### src/hw/rtl/tsc_pkg.sv
`timescale 1ns / 1ps
// Shared types, widths and constants for the Taylor sine/cosine unit.
// Used by tsc_reduce, tsc_series, taylor_sine_cosine_unit and the testbench; no dependencies.
package tsc_pkg;

  localparam int unsigned MAX_TERMS = 16;
  localparam int unsigned CNT_W     = $clog2(MAX_TERMS + 1);
  localparam int unsigned CFG_W     = 5;
  localparam logic [CFG_W-1:0] NUM_TERMS_RESET = CFG_W'(10);

  localparam int unsigned ANGLE_W = 32;
  localparam int unsigned VALUE_W = 18;
  localparam int unsigned OUT_DATA_W = 24;

  localparam int unsigned PI_Q16     = 205887;
  localparam int unsigned TWO_PI_Q16 = 411775;
  localparam logic signed [ANGLE_W:0] PI_EXT = (ANGLE_W + 1)'(PI_Q16);

  // Range reduction: k = ceil(d / 2pi) through a reciprocal with one correction.
  localparam int unsigned WRAP_SHIFT   = 44;
  localparam int unsigned WRAP_RECIP_W = 26;
  localparam logic [WRAP_RECIP_W-1:0] WRAP_RECIP =
    WRAP_RECIP_W'((64'd1 << WRAP_SHIFT) / 64'(TWO_PI_Q16));
  localparam int unsigned WRAP_PROD_W = ANGLE_W + WRAP_RECIP_W;
  localparam int unsigned WRAP_Q_W    = WRAP_PROD_W - WRAP_SHIFT;
  localparam int unsigned WRAP_QD_W   = ANGLE_W + 1;

  // Series datapath widths.
  localparam int unsigned RED_W    = 19;
  localparam int unsigned MAG_W    = 18;
  localparam int unsigned ASQ_W    = 2 * MAG_W;
  localparam int unsigned SQ_W     = 32;
  localparam int unsigned TERM_W   = 31;
  localparam int unsigned PROD_W   = TERM_W + SQ_W;
  localparam int unsigned T_W      = PROD_W + 1 - 28;
  localparam int unsigned U_W      = 33;
  localparam int unsigned RECIP_W  = U_W + 1;
  localparam int unsigned RLO_W    = 17;
  localparam int unsigned RHI_W    = RECIP_W - RLO_W;
  localparam int unsigned PP_W     = U_W + RLO_W;
  localparam int unsigned QP_W     = U_W + RECIP_W;
  localparam int unsigned E_W      = 12;
  localparam int unsigned SUM_W    = 33 + $clog2(MAX_TERMS);
  localparam int unsigned FMAG_W   = SUM_W - 11;

  localparam logic [FMAG_W-1:0] VALUE_POS_LIM = FMAG_W'((1 << (VALUE_W - 1)) - 1);
  localparam logic [FMAG_W-1:0] VALUE_NEG_LIM = FMAG_W'(1 << (VALUE_W - 1));
  localparam logic [VALUE_W-1:0] VALUE_MAX = VALUE_W'((1 << (VALUE_W - 1)) - 1);
  localparam logic [VALUE_W-1:0] VALUE_MIN = VALUE_W'(1 << (VALUE_W - 1));

  localparam logic OP_SINE   = 1'b0;
  localparam logic OP_COSINE = 1'b1;

  typedef struct packed {
    logic valid;
    logic op;
    logic neg;
  } tsc_ctl_t;

  // Half of the index divisor: sine (2i)(2i+1)/2, cosine (2i-1)(2i)/2.
  function automatic int unsigned div_half(int unsigned i, logic is_cos);
    int unsigned h;
    h = is_cos ? i * (2 * i - 1) : i * (2 * i + 1);
    return h;
  endfunction

endpackage

### src/hw/rtl/tsc_reduce.sv
`timescale 1ns / 1ps
// Five-stage reduction of a Q15.16 angle into [-pi, pi] by whole turns of 2pi.
// Depends on tsc_pkg.
module tsc_reduce (
  input  logic                                   clk,
  input  logic                                   rst,
  input  logic                                   ce,
  input  tsc_pkg::tsc_ctl_t                      in_ctl,
  input  logic signed [tsc_pkg::ANGLE_W-1:0]     in_angle,
  output tsc_pkg::tsc_ctl_t                      out_ctl,
  output logic signed [tsc_pkg::RED_W-1:0]       out_r
);
  import tsc_pkg::*;

  logic signed [ANGLE_W:0]   ext;
  logic                      hi_next;
  logic                      lo_next;
  logic signed [ANGLE_W:0]   diff;
  logic [ANGLE_W-1:0]        m_next;

  tsc_ctl_t                  r1_ctl, r2_ctl, r3_ctl, r4_ctl;
  logic signed [ANGLE_W-1:0] r1_angle, r2_angle, r3_angle, r4_angle;
  logic                      r1_hi, r2_hi, r3_hi, r4_hi;
  logic [ANGLE_W-1:0]        r1_m, r2_m, r3_m;
  logic [WRAP_PROD_W-1:0]    r2_prod;
  logic [WRAP_QD_W-1:0]      r3_qd;
  logic [ANGLE_W-1:0]        r4_kd;

  logic [WRAP_Q_W-1:0]       q_est;
  logic [WRAP_QD_W-1:0]      rem;
  logic [WRAP_QD_W-1:0]      kd_next;
  logic signed [ANGLE_W+1:0] rr;

  always_comb begin
    ext     = {in_angle[ANGLE_W-1], in_angle};
    hi_next = ext > PI_EXT;
    lo_next = ext < -PI_EXT;
    if (hi_next) begin
      diff = ext - PI_EXT;
    end else if (lo_next) begin
      diff = -PI_EXT - ext;
    end else begin
      diff = '0;
    end
    m_next = diff[ANGLE_W-1:0] + ANGLE_W'(TWO_PI_Q16 - 1);
  end

  assign q_est = r2_prod[WRAP_SHIFT +: WRAP_Q_W];
  assign rem   = {1'b0, r3_m} - r3_qd;
  assign kd_next = (rem >= WRAP_QD_W'(TWO_PI_Q16)) ? r3_qd + WRAP_QD_W'(TWO_PI_Q16) : r3_qd;
  assign rr = r4_hi ? (ANGLE_W + 2)'(r4_angle) - $signed({2'b00, r4_kd})
                    : (ANGLE_W + 2)'(r4_angle) + $signed({2'b00, r4_kd});

  always_ff @(posedge clk) begin
    if (rst) begin
      r1_ctl  <= '0;
      r2_ctl  <= '0;
      r3_ctl  <= '0;
      r4_ctl  <= '0;
      out_ctl <= '0;
    end else if (ce) begin
      r1_ctl  <= in_ctl;
      r2_ctl  <= r1_ctl;
      r3_ctl  <= r2_ctl;
      r4_ctl  <= r3_ctl;
      out_ctl <= r4_ctl;
    end
  end

  always_ff @(posedge clk) begin
    if (ce) begin
      r1_angle <= in_angle;
      r1_hi    <= hi_next;
      r1_m     <= m_next;

      r2_angle <= r1_angle;
      r2_hi    <= r1_hi;
      r2_m     <= r1_m;
      r2_prod  <= WRAP_PROD_W'(r1_m) * WRAP_PROD_W'(WRAP_RECIP);

      r3_angle <= r2_angle;
      r3_hi    <= r2_hi;
      r3_m     <= r2_m;
      r3_qd    <= WRAP_QD_W'(q_est) * WRAP_QD_W'(TWO_PI_Q16);

      r4_angle <= r3_angle;
      r4_hi    <= r3_hi;
      r4_kd    <= kd_next[ANGLE_W-1:0];

      out_r    <= rr[RED_W-1:0];
    end
  end

endmodule

### config.mk
export PLATFORM = sky130hd
export DESIGN_NAME = tsc_reduce
export DESIGN_NICKNAME = d
export VERILOG_FILES = /design/src/hw/rtl/tsc_pkg.sv /design/src/hw/rtl/tsc_reduce.sv
export SDC_FILE = /design/constraint.sdc
export NUM_CORES = 2
export LEC_CHECK = 0
export CAP_MARGIN = 20
export CORE_MARGIN = 8
export CORE_UTILIZATION = 41
export DETAILED_ROUTE_END_ITERATION = 10
export DONT_BUFFER_PORTS = 1
export HOLD_SLACK_MARGIN = 0.15
export PLACE_DENSITY = 0.55
export SLEW_MARGIN = 30
export SYNTH_ARGS = -nofsm -noshare
export SYNTH_HDL_FRONTEND = slang
export SYNTH_SLANG_ARGS = --single-unit
### constraint.sdc
create_clock -name clk -period 10.5 [get_ports clk]
set_input_delay 2.1 -clock clk [delete_from_list [all_inputs] [get_ports clk]]
set_output_delay 2.1 -clock clk [all_outputs]
set_load 0.02 [all_outputs]
==> metrics.cfg <==
[sta]
tightest_slew_ns = 0.853
period_needed_ns = 8.90
setup_violations = 0
final-hold-violation-count = 0
fin_setup_tns_ns = 0
grt_setup_unrepaired = no
period_share = 0.848
slew_headroom = 0.424
maxSlewViolCount = 0
fin_worst_skew_ns = 0.0625
max_freq_mhz = 112

[synth]
syn_area_per_cell_sq_um = 10.8
ys_ff_latch = 276
netlist-cell-type-count = 93
synth.largest_area_cell = fa_1
synth_top_cell_area_share = 0.265
synth_area_leaders = fa_1, edfxtp_1, ha_1, inv_1, xnor2_1
synth_mux_area_frac = 0.00894
synth_xor_area_frac = 0.0430
synth_top_family_by_area = adder cells
synth_compound_area_frac = 0.0993
synth_adder_area_share = 0.427
synth_edf_count = 261
synthCells = 2915
synthArstFlopShare = 0
synth-simple-area-share = 0.0788
syn_area_sq_um = 31400
synthesis.nets = 3774
yosysWarnings = 0
synth-main-ff-cell = edfxtp_1
seq_area_frac_synth = 0.259

[die]
coreArea_sq_um = 75800
die_w_microns = 293
start_util = 0.414
top_level_ports = 60
die_height_microns = 293
rows = 101
die_area_sq_um = 85600

[global_routing]
grt_pass1_vias = 22100
grt_overflow_total = 0
grtUsageTotal = 0.189
antenna_found_initial = 3
grt_pass1_wl_mm = 127
grt_max_degree = 277

[final_layout]
nFillCells = 7171
area_delta_synth_final_pct = 6.61
final_nets = 3763
antenna_cells = 0
layout-drive-gt1-share = 0.0283

[route]
drc_errors = 0
wl_mm = 80.0
dr_total_vias = 20800
firstDrtPassIters = 5
vias_per_cell = 5.31
detail-route-antenna-nets = 0
detail_route.iter0.violations = 1381
wl_per_cell_microns = 20.5

[placed_design]
gp_congestion = 0.914
dpl.hpwl_mm = 67.8
numPortBuffers = 0

[job]
cap_violations = 0

[setup_path]
worstSetupPathType = reg -> reg
slowest_delay_ns = 0.82
r2r_slack_ns = 1.60
worst_ep_required_time_ns = 10.82
cp_top_family = adder cells
critPathLaunchType = flop
crit_path_end_kind = flop
crit_path_max_fanout = 4
crit_chain = inv_1, fa_1, fa_1, inv_1, fa_1, inv_1, fa_1, inv_1, fa_1, fa_1, inv_1, fa_1, inv_1, ha_1, and4_1, nand3_1, or4_1, o41ai_1, nand2_1, a21boi_0, a31oi_1, o31ai_1, a21oi_1, xnor2_1
cp_num_buf_inv = 6
r2r-start = r1_m[8]
crit_path_top_delay_cell = o41ai_1
arrival_ns = 9.23
crit_start = r1_m[8]
cp_common_cell = fa_1

[cts]
cts_tree = yes
h-tree-depth = 1
numCtsBuffers = 30
clockBufferDepth = 3
cts_sinks = 276
ctsHoldBuffers = 0
ctsResizeCount = 0
clkLatencyLatePin_ns = 0.62
post_cts_buffers = 0
path_clk_slew_ns = 0.07
ctsRootBufferMaster = clkbuf_16

[min_path]
worstHoldStart = r2_angle[2]
hp-class = reg -> reg

[run_status]
status = completed

[worst reg2reg max path, cell delays in order, from the launching register on]
cell and delay [ns]:
edfxtp_1 0.48, inv_1 0.24, fa_1 0.54, fa_1 0.55, inv_1 0.06, fa_1 0.53, inv_1 0.05, fa_1 0.47
inv_1 0.06, fa_1 0.51, fa_1 0.56, inv_1 0.07, fa_1 0.55, inv_1 0.05, ha_1 0.28, and4_1 0.24
nand3_1 0.13, or4_1 0.56, o41ai_1 0.82, nand2_1 0.19, a21boi_0 0.72, a31oi_1 0.27, o31ai_1 0.41, a21oi_1 0.14
xnor2_1 0.13
[cell usage after synthesis, types with 9 or more instances]
| library cell | n |
|---|---|
| or3_1 | 11 |
| nor2_1 | 147 |
| a211oi_1 | 16 |
| nand2b_1 | 25 |
| mux2i_1 | 28 |
| nand4_1 | 21 |
| clkbuf_1 | 31 |
| a311oi_1 | 9 |
| fa_1 | 415 |
| a22oi_1 | 11 |
| o31ai_1 | 9 |
| and2_1 | 11 |
| xor2_1 | 43 |
| dfxtp_1 | 15 |
| ha_1 | 406 |
| o21a_1 | 18 |
| inv_1 | 637 |
| o21ai_0 | 76 |
| a21o_1 | 54 |
| and3_1 | 14 |
| nor3_1 | 56 |
| a21oi_1 | 117 |
| edfxtp_1 | 261 |
| nor2b_1 | 18 |
| xnor2_1 | 111 |
| nor4_1 | 13 |
| a31oi_1 | 23 |
| nand3_1 | 45 |
| o21bai_1 | 10 |
| o22ai_1 | 9 |
| nand2_1 | 94 |
[cell families after synthesis]
kind of cell               Yosys count
AOI/OAI and AO/OA                  452
xor gates and xnor gates           154
adders and majority gates          821
buffers and inverters              686
DFF                                276
muxes                               28
and+or+nand+nor                    498
[layer usage]
metal | routed length [microns] | GRT usage | up-vias
met5 | 17 | 0 | -
met4 | 2030 | 0.0464 | 2
met3 | 3340 | 0.0203 | 104
met2 | 39200 | 0.329 | 487
met1 | 35400 | 0.250 | 10400
li1 | - | - | 9768
[state kept, by name (all words and copies together) (netlist names), 32 cells and up]
name   count
r1_m      32
r2_m      32
r3_m      32
r3_qd     33
[cells in the final DEF, fill, tap and decap left out, types with 13 or more instances in the layout]
| cell type | instances |
|---|---|
| inv_1 | 637 |
| fa_1 | 415 |
| ha_1 | 406 |
| edfxtp_1 | 261 |
| nor2_1 | 147 |
| a21oi_1 | 117 |
| xnor2_1 | 111 |
| nand2_1 | 94 |
| o21ai_0 | 76 |
| nor3_1 | 56 |
| a21o_1 | 54 |
| nand3_1 | 45 |
| xor2_1 | 43 |
| clkbuf_16 | 30 |
| mux2i_1 | 28 |
| nand2b_1 | 25 |
| a31oi_1 | 23 |
| nand4_1 | 21 |
| o21a_1 | 18 |
| nor2b_1 | 18 |
| a211oi_1 | 16 |
| dfxtp_1 | 15 |
| and3_1 | 14 |
| nor4_1 | 13 |
[final timing paths]
check	end	cells past startpoint
setup reg to reg	r2_prod[57]	24
hold / removal	r3_angle[2]	0
setup / recovery	r2_prod[57]	24
hold reg to reg	r3_angle[2]	0
[per-stage QoR]
stage               hold slack [ns]  worst slack (ns)   util  std cells  area [sq um]
CTS                           0.420              1.55  0.441       3906         33400
finish                        0.418              1.60  0.441       3906         33400
floorplan                     0.400              3.23      -       2915         31400
global placement              0.400              1.65  0.427       3849         32400
detailed placement            0.405              1.65  0.427       3850         32400
global route                  0.424              1.25  0.441       3906         33400
[layout make-up]
type,instances,area (sq um),area share
timing repair buffer,4,30.0,0.000898
clock buffer,35,769,0.0230
sequential,276,8140,0.243
multi-input combinational,1953,20600,0.616
clock inverter,21,272,0.00812
inverter,639,2400,0.0717
tap,978,1220,0.0366
Power is left out: the tool's default activity adds up to more than one toggle a clock period on the data nets, which glitch-free logic cannot reach.
